**src/rtl/core/adsr_pkg.sv**
```systemverilog
// ----------------------------------------------------------------------------
// adsr_pkg
// Shared widths, phase codes, register indexes and types for the ADSR
// envelope generator.
// ----------------------------------------------------------------------------
package adsr_pkg;

	localparam int LVL_W      = 31;
	localparam int BASE_W     = 32;
	localparam int PAIR_W     = 63;
	localparam int HOLD_LEN_W = 24;
	localparam int MODE_W     = 3;
	localparam int PH_W       = 3;
	localparam int CFG_IDX_W  = 3;
	localparam int CFG_DATA_W = 63;

	localparam int HOLD_BITS_DEF = 24;

	localparam logic [LVL_W-1:0] LVL_MAX      = 31'h7FFF_FFFF;
	localparam logic [LVL_W-1:0] FREEZE_FLOOR = 31'd42949672;

	// phase codes
	localparam logic [PH_W-1:0] PH_IDLE    = 3'd0;
	localparam logic [PH_W-1:0] PH_ATTACK  = 3'd1;
	localparam logic [PH_W-1:0] PH_HOLD    = 3'd2;
	localparam logic [PH_W-1:0] PH_DECAY   = 3'd3;
	localparam logic [PH_W-1:0] PH_SUSTAIN = 3'd4;
	localparam logic [PH_W-1:0] PH_RELEASE = 3'd5;

	// configuration register indexes
	localparam logic [CFG_IDX_W-1:0] CFG_ATTACK  = 3'd0;
	localparam logic [CFG_IDX_W-1:0] CFG_DECAY   = 3'd1;
	localparam logic [CFG_IDX_W-1:0] CFG_RELEASE = 3'd2;
	localparam logic [CFG_IDX_W-1:0] CFG_FREEZE  = 3'd3;
	localparam logic [CFG_IDX_W-1:0] CFG_SUSTAIN = 3'd4;
	localparam logic [CFG_IDX_W-1:0] CFG_HOLD    = 3'd5;
	localparam logic [CFG_IDX_W-1:0] CFG_MODE    = 3'd6;

	// mode bit positions
	localparam int MODE_LOOP    = 0;
	localparam int MODE_NR_ATK  = 1;
	localparam int MODE_NR_DCY  = 2;

	typedef struct packed {
		logic trigger;
		logic hold_gate;
		logic freeze_decay;
	} tick_t;

endpackage

```
**src/rtl/core/adsr_curve.sv**
```systemverilog
// ----------------------------------------------------------------------------
// adsr_curve
// One curve step: base + (level * coef) >> 31, clamped to 0..full scale.
// ----------------------------------------------------------------------------
module adsr_curve import adsr_pkg::*; (
	input  logic [PAIR_W-1:0] pair,
	input  logic [LVL_W-1:0]  level_in,
	output logic [LVL_W-1:0]  level_out
);

	localparam int PROD_W = 2 * LVL_W;
	localparam int SUM_W  = LVL_W + 3;

	logic [PROD_W-1:0]       prod;
	logic signed [BASE_W-1:0] base;
	logic signed [SUM_W-1:0]  hi_ext;
	logic signed [SUM_W-1:0]  base_ext;
	logic signed [SUM_W-1:0]  sum;

	assign prod     = PROD_W'(level_in) * PROD_W'(pair[LVL_W-1:0]);
	assign base     = signed'(pair[PAIR_W-1:LVL_W]);
	assign hi_ext   = signed'(SUM_W'(prod[PROD_W-1:LVL_W]));
	assign base_ext = SUM_W'(base);
	assign sum      = hi_ext + base_ext;

	always_comb begin
		if (sum[SUM_W-1]) begin
			level_out = '0;
		end else if (sum[SUM_W-2:LVL_W] != '0) begin
			level_out = LVL_MAX;
		end else begin
			level_out = sum[LVL_W-1:0];
		end
	end

endmodule

```
**src/rtl/core/adsr_envelope_generator.sv**
```systemverilog
// ----------------------------------------------------------------------------
// adsr_envelope_generator
// Exponential ADSR envelope with hold, looping, retrigger and decay freeze.
// ----------------------------------------------------------------------------
// One tick is taken per clock cycle unless the output stalls. An accepted tick
// lands in the input register (tick_s1); when it advances, the envelope state
// takes one multiply-add-clamp step and the new level and phase are
// registered in level_q and phase_q, which drive the output. The loop
// through the state registers and the single 31x31 curve multiplier sets this
// rate. Configuration writes are taken every cycle and apply to later ticks.
// ----------------------------------------------------------------------------
module adsr_envelope_generator import adsr_pkg::*; #(
	parameter int HOLD_BITS = HOLD_BITS_DEF
) (
	input  logic                  clk,
	input  logic                  arst_n,
	input  logic                  in_valid,
	output logic                  in_stall,
	input  logic                  trigger,
	input  logic                  hold_gate,
	input  logic                  freeze_decay,
	output logic                  out_valid,
	input  logic                  out_stall,
	output logic [LVL_W-1:0]      level,
	output logic [PH_W-1:0]       phase,
	input  logic                  cfg_valid,
	output logic                  cfg_ready,
	input  logic [CFG_IDX_W-1:0]  cfg_index,
	input  logic [CFG_DATA_W-1:0] cfg_data
);

	localparam int CMP_W = (HOLD_BITS > HOLD_LEN_W) ? HOLD_BITS : HOLD_LEN_W;

	// configuration
	logic [PAIR_W-1:0]     attack_pair_q;
	logic [PAIR_W-1:0]     decay_pair_q;
	logic [PAIR_W-1:0]     release_pair_q;
	logic [PAIR_W-1:0]     freeze_pair_q;
	logic [LVL_W-1:0]      sustain_q;
	logic [HOLD_LEN_W-1:0] hold_len_q;
	logic [MODE_W-1:0]     mode_q;

	// input stage
	tick_t tick_s1;
	logic  valid_s1;

	// envelope state, also the result register
	logic [LVL_W-1:0]     level_q;
	logic [PH_W-1:0]      phase_q;
	logic [HOLD_BITS-1:0] hold_cnt_q;
	logic                 gate_seen_q;
	logic                 out_valid_q;

	logic advance;
	logic looping;
	logic [PH_W-1:0] leave_ph;

	logic [LVL_W-1:0]     lvl_start;
	logic [PH_W-1:0]      ph_start;
	logic [PAIR_W-1:0]    curve_pair;
	logic [LVL_W-1:0]     curve_lvl;
	logic [LVL_W-1:0]     level_n;
	logic [PH_W-1:0]      phase_n;
	logic [HOLD_BITS-1:0] hold_cnt_n;
	logic [HOLD_BITS-1:0] hold_inc;
	logic                 gate_n;

	assign cfg_ready = 1'b1;
	assign advance   = valid_s1 && (!out_valid_q || !out_stall);
	assign in_stall  = valid_s1 && !advance;
	assign out_valid = out_valid_q;
	assign level     = level_q;
	assign phase     = phase_q;

	assign looping  = mode_q[MODE_LOOP];
	assign leave_ph = looping ? PH_RELEASE : PH_DECAY;
	assign hold_inc = hold_cnt_q + HOLD_BITS'(1);

	always_ff @(posedge clk or negedge arst_n) begin
		if (!arst_n) begin
			attack_pair_q  <= '0;
			decay_pair_q   <= '0;
			release_pair_q <= '0;
			freeze_pair_q  <= '0;
			sustain_q      <= '0;
			hold_len_q     <= '0;
			mode_q         <= '0;
		end else if (cfg_valid && cfg_ready) begin
			case (cfg_index)
				CFG_ATTACK:  attack_pair_q  <= cfg_data[PAIR_W-1:0];
				CFG_DECAY:   decay_pair_q   <= cfg_data[PAIR_W-1:0];
				CFG_RELEASE: release_pair_q <= cfg_data[PAIR_W-1:0];
				CFG_FREEZE:  freeze_pair_q  <= cfg_data[PAIR_W-1:0];
				CFG_SUSTAIN: sustain_q      <= cfg_data[LVL_W-1:0];
				CFG_HOLD:    hold_len_q     <= cfg_data[HOLD_LEN_W-1:0];
				CFG_MODE:    mode_q         <= cfg_data[MODE_W-1:0];
				default: ;
			endcase
		end
	end

	// Gate edge and trigger come first; they pick the starting phase
	// and level for the curve step, and the gate edge also updates gate_n.
	always_comb begin
		ph_start  = phase_q;
		lvl_start = level_q;
		gate_n    = gate_seen_q;
		if (tick_s1.hold_gate != gate_seen_q) begin
			gate_n = tick_s1.hold_gate;
			if (!tick_s1.hold_gate && phase_q == PH_HOLD && hold_len_q == '0) begin
				ph_start = leave_ph;
			end
		end
		if (tick_s1.trigger) begin
			if (!(mode_q[MODE_NR_ATK] && ph_start == PH_ATTACK) &&
			    !(mode_q[MODE_NR_DCY] && ph_start == PH_DECAY)) begin
				lvl_start = '0;
			end
			ph_start = PH_ATTACK;
		end
	end

	always_comb begin
		case (ph_start)
			PH_ATTACK:  curve_pair = attack_pair_q;
			PH_DECAY:   curve_pair = tick_s1.freeze_decay ? freeze_pair_q : decay_pair_q;
			PH_RELEASE: curve_pair = release_pair_q;
			default:    curve_pair = attack_pair_q;
		endcase
	end

	adsr_curve u_curve (
		.pair      (curve_pair),
		.level_in  (lvl_start),
		.level_out (curve_lvl)
	);

	always_comb begin
		level_n    = lvl_start;
		phase_n    = ph_start;
		hold_cnt_n = hold_cnt_q;
		case (ph_start)
			PH_HOLD: begin
				if (!gate_n) begin
					hold_cnt_n = hold_inc;
					if (CMP_W'(hold_inc) >= CMP_W'(hold_len_q)) begin
						hold_cnt_n = '0;
						phase_n    = leave_ph;
					end
				end
			end
			PH_IDLE: begin
				if (looping) begin
					phase_n = PH_ATTACK;
				end
			end
			PH_ATTACK: begin
				level_n = curve_lvl;
				if (curve_lvl == LVL_MAX) begin
					if (gate_n || hold_len_q != '0) begin
						phase_n    = PH_HOLD;
						hold_cnt_n = '0;
					end else begin
						phase_n = leave_ph;
					end
				end
			end
			PH_DECAY: begin
				if (!tick_s1.freeze_decay) begin
					level_n = curve_lvl;
					if (curve_lvl <= sustain_q) begin
						level_n = sustain_q;
						phase_n = PH_SUSTAIN;
					end
				end else if (lvl_start > FREEZE_FLOOR && lvl_start < LVL_MAX) begin
					level_n = curve_lvl;
				end
			end
			PH_RELEASE: begin
				level_n = curve_lvl;
				if (curve_lvl == '0) begin
					phase_n = looping ? PH_ATTACK : PH_IDLE;
				end
			end
			default: ;
		endcase
	end

	always_ff @(posedge clk or negedge arst_n) begin
		if (!arst_n) begin
			valid_s1 <= 1'b0;
		end else if (in_valid && !in_stall) begin
			valid_s1 <= 1'b1;
		end else if (advance) begin
			valid_s1 <= 1'b0;
		end
	end

	always_ff @(posedge clk) begin
		if (in_valid && !in_stall) begin
			tick_s1 <= '{trigger: trigger, hold_gate: hold_gate, freeze_decay: freeze_decay};
		end
	end

	always_ff @(posedge clk or negedge arst_n) begin
		if (!arst_n) begin
			level_q     <= '0;
			phase_q     <= PH_IDLE;
			hold_cnt_q  <= '0;
			gate_seen_q <= 1'b0;
			out_valid_q <= 1'b0;
		end else begin
			if (advance) begin
				level_q     <= level_n;
				phase_q     <= phase_n;
				hold_cnt_q  <= hold_cnt_n;
				gate_seen_q <= gate_n;
				out_valid_q <= 1'b1;
			end else if (!out_stall) begin
				out_valid_q <= 1'b0;
			end
		end
	end

endmodule
```
**config.mk**
```make
export PLATFORM = sky130hd
export DESIGN_NAME = adsr_envelope_generator
export DESIGN_NICKNAME = d
export VERILOG_FILES = /design/src/rtl/core/adsr_pkg.sv /design/src/rtl/core/adsr_curve.sv /design/src/rtl/core/adsr_envelope_generator.sv
export SDC_FILE = /design/constraint.sdc
export NUM_CORES = 2
export LEC_CHECK = 0
export BUFFER_PORTS_ARGS = -buffer_cell sky130_fd_sc_hd__buf_2
export CORE_MARGIN = 2
export CORE_UTILIZATION = 50
export CTS_BUF_LIST = sky130_fd_sc_hd__clkbuf_4 sky130_fd_sc_hd__clkbuf_8
export DETAILED_ROUTE_END_ITERATION = 16
export PLACE_DENSITY = 0.69
export SKIP_CTS_REPAIR_TIMING = 1
export SYNTH_ARGS = -nofsm -noshare
export SYNTH_HDL_FRONTEND = slang
export SYNTH_SLANG_ARGS = --single-unit
```
**constraint.sdc**
```tcl
create_clock -name clk -period 44.1 [get_ports clk]
set_input_delay 8.82 -clock clk [delete_from_list [all_inputs] [get_ports clk]]
set_output_delay 8.82 -clock clk [all_outputs]
set_load 0.02 [all_outputs]
```
==> flow_summary.yaml <==
status:
  status: "finished clean"
worst_setup_path:
  crit_required_ns: 35.28
  cp_cell_sequence: "buf_2 > nand3_1 > inv_1 > buf_2"
  start_kind: "input pin"
  path_max_fanout: 3
  path_delay_family: "buffers and inverters"
  crit_path_top_delay_cell: "buf_2"
  crit_path_end_kind: "primary output"
  cp_slowest_stage_delay_ns: 0.17
  r2r-start: "hold_len_q[3]$_DFFE_PN0P_"
  cp_common_cell: "buf_2"
  path_class: "in2out"
  reg2reg_slack_ns: 26.47
  cp.arrival_ns: 9.26
  cp_num_buf_inv: 3
  reg2reg_to: "level[22]$_DFFE_PN0P_"
  rr_worst_depth: 51
floorplanning:
  dieArea_um2: 104000
  io_pins: 111
  start_util_pct: 50.6
  die_w_um: 322
  die_y_um: 322
  core-area_um2: 100000
  rows: 116
sta:
  rsz0062_at_grt: "no"
  finClkSkew_ns: 0.0526
  fin_crit_sh_pct: 41.0
  fin_crit_ns: 18.08
  fin_tns_setup_ns: 0
  maxSlewHeadroom_pct: 12.1
  clock.fmax_mhz: 55.3
  tightest_slew_ns: 1.32
  setup_viol: 0
  hold_violations: 0
  slew_violations: 0
synth:
  yosysSeqAreaShare_pct: 18.5
  synthCells: 5396
  yosysWarnings: 0
  ys.flop_type: "dfrtp_1"
  async_reset_ff_share_pct: 99.2
  ys_ff_latch: 374
  synthTopCellsByArea: "fa_1, dfrtp_1, ha_1"
  synth_nets: 6648
  synth_top_area_cell: "fa_1"
  synth.cell_area_um2: 50700
  synthDistinctLibCells: 89
  avgSynthCellArea_um2: 9.40
  synth-edff-count: 3
  synth.top_cell.area_share_pct: 33.0
drt:
  totalWireLength_um: 164000
  vias_per_cell: 5.96
  dr.pass1.iters: 8
  num_vias: 40500
  drt_iter0_drc: 4361
  drc: 0
  wl_per_cell_um: 24.1
  ant_nets: 0
clocking:
  clock-sinks: 374
  clock_latency_ns: 0.67
  clk_pin_slew_ns: 0.06
  numCtsBuffers: 58
  htreeDepth: 2
  clock_path_buffers: 3
  clockRootBuffer: "clkbuf_8"
  cts_tree: "yes"
worst_hold_path:
  hold_end: "freeze_pair_q[62]$_DFFE_PN0P_"
  hold_path_depth: 1
  hp-start: "freeze_pair_q[62]$_DFFE_PN0P_"
  hold_class: "reg2reg"
grt:
  grt_pass1_wl_um: 252000
  grt_max_degree: 191
  grt_overflow: 0
  antenna_found_initial: 11
  grt_util_all_layers_pct: 32.3
  grt_pass1_vias: 41800
flow_run:
  drv_cap: 0
final_layout:
  syn_to_final_growth_pct: 6.75
  nets: 6640
  n_fill_cell: 9055
  drive_gt1_share_pct: 12.3
place:
  gp_congestion: 0.984
  place_hpwl_um: 122000
  portBuffers: 109
==> cells by family (layout without fill, tap and decap cells) <==
family / after synthesis / in the layout / share of synthesized area [%]
AOI/OAI and AO/OA: 693 / 693 / 8.93
DFF: 374 / 374 / 18.5
buffers and inverters: 1153 / 1193 / 8.62
and+or+nand+nor: 1540 / 1540 / 12.9
adders and majority gates: 1178 / 1178 / 41.5
xor gates and xnor gates: 81 / 81 / 1.41
muxes: 376 / 376 / 8.15
other: 1 / 7 / 0.00740
==> per-stage QoR <==
step | cells | hold slack [ns] | cell area [µm²] | worst slack, ns | util, %
finish | 6799 | 0.502 | 54100 | 26.02 | 54.0
global route | 6794 | 0.513 | 54100 | 25.70 | 54.0
CTS | 6793 | 0.506 | 54100 | 26.01 | 54.0
detailed placement | 6685 | 0.491 | 52800 | 26.01 | 52.6
global placement | 6685 | 0.481 | 52800 | 26.00 | 52.6
floorplan | 5396 | 0.470 | 50700 | 26.21 | -
==> placed cells by master (no fill, tap or decap), types with 50 or more instances in the layout <==
cell	synthesis	layout
inv_1	871	871
fa_1	837	837
nand2_1	631	629
nor2_1	592	592
dfrtp_1	371	371
ha_1	341	341
mux2_2	294	294
o21ai_0	173	162
a21oi_1	142	142
buf_2	4	108
buf_4	1	103
mux2i_1	82	82
a22oi_1	73	73
clkbuf_8	0	72
a21o_1	62	62
and2_1	48	50
==> area by class of cell <==
| class | count | area, µm² | share of cell area [%] |
|---|---|---|---|
| Inverter | 871 | 3270 | 6.04 |
| Sequential cell | 374 | 9370 | 17.3 |
| Tap cell | 1357 | 1700 | 3.14 |
| Multi-Input combinational cell | 3869 | 37100 | 68.5 |
| Timing Repair Buffer | 214 | 1370 | 2.53 |
| Antenna cell | 6 | 15.0 | 0.0277 |
| Clock buffer | 88 | 1110 | 2.05 |
| Clock inverter | 20 | 230 | 0.425 |
==> routing by layer <==
metal / up-vias / global-route usage (%) / share of wire (%)
li1: 17200 / - / -
met1: 20400 / 43.5 / 39
met2: 2358 / 49.5 / 44
met3: 486 / 8.24 / 12
met4: 6 / 13.7 / 5.2
met5: - / 0 / 0.020
==> worst max path at each step <==
stage                              startpoint                     to  slack [ns]  depth (start not counted)
floorplan                           out_stall               in_stall       26.21                          2
global placement                    out_stall               in_stall       26.00                          4
detailed placement                  out_stall               in_stall       26.01                          4
CTS                                 out_stall               in_stall       26.01                          4
global route        hold_len_q[3]$_DFFE_PN0P_  level[22]$_DFFE_PN0P_       25.70                         51
finish                              out_stall               in_stall       26.02                          4
==> cells in the mapped netlist (all sizes together) (55+ instances only) <==
cell and number:
nand2 631, fa 837, inv 871, a22oi 73
dfrtp 371, mux2 294, mux2i 82, a21oi 145
o21ai 195, clkbuf 246, and2 55, ha 341
a21o 62, nor2 592
==> registers in the layout, indices dropped and copies added (netlist names) <==
name and flops:
release_pair_q 63, tick_s1 3, level 31, gate_seen_q 1, hold_cnt_q 24, attack_pair_q 63
phase 3, freeze_pair_q 63, decay_pair_q 63, valid_s1 1, mode_q 3, hold_len_q 24
out_valid 1, sustain_q 31
Power is left out: the tool's default activity adds up to more than one toggle a clock period on the data nets, which glitch-free logic cannot reach.
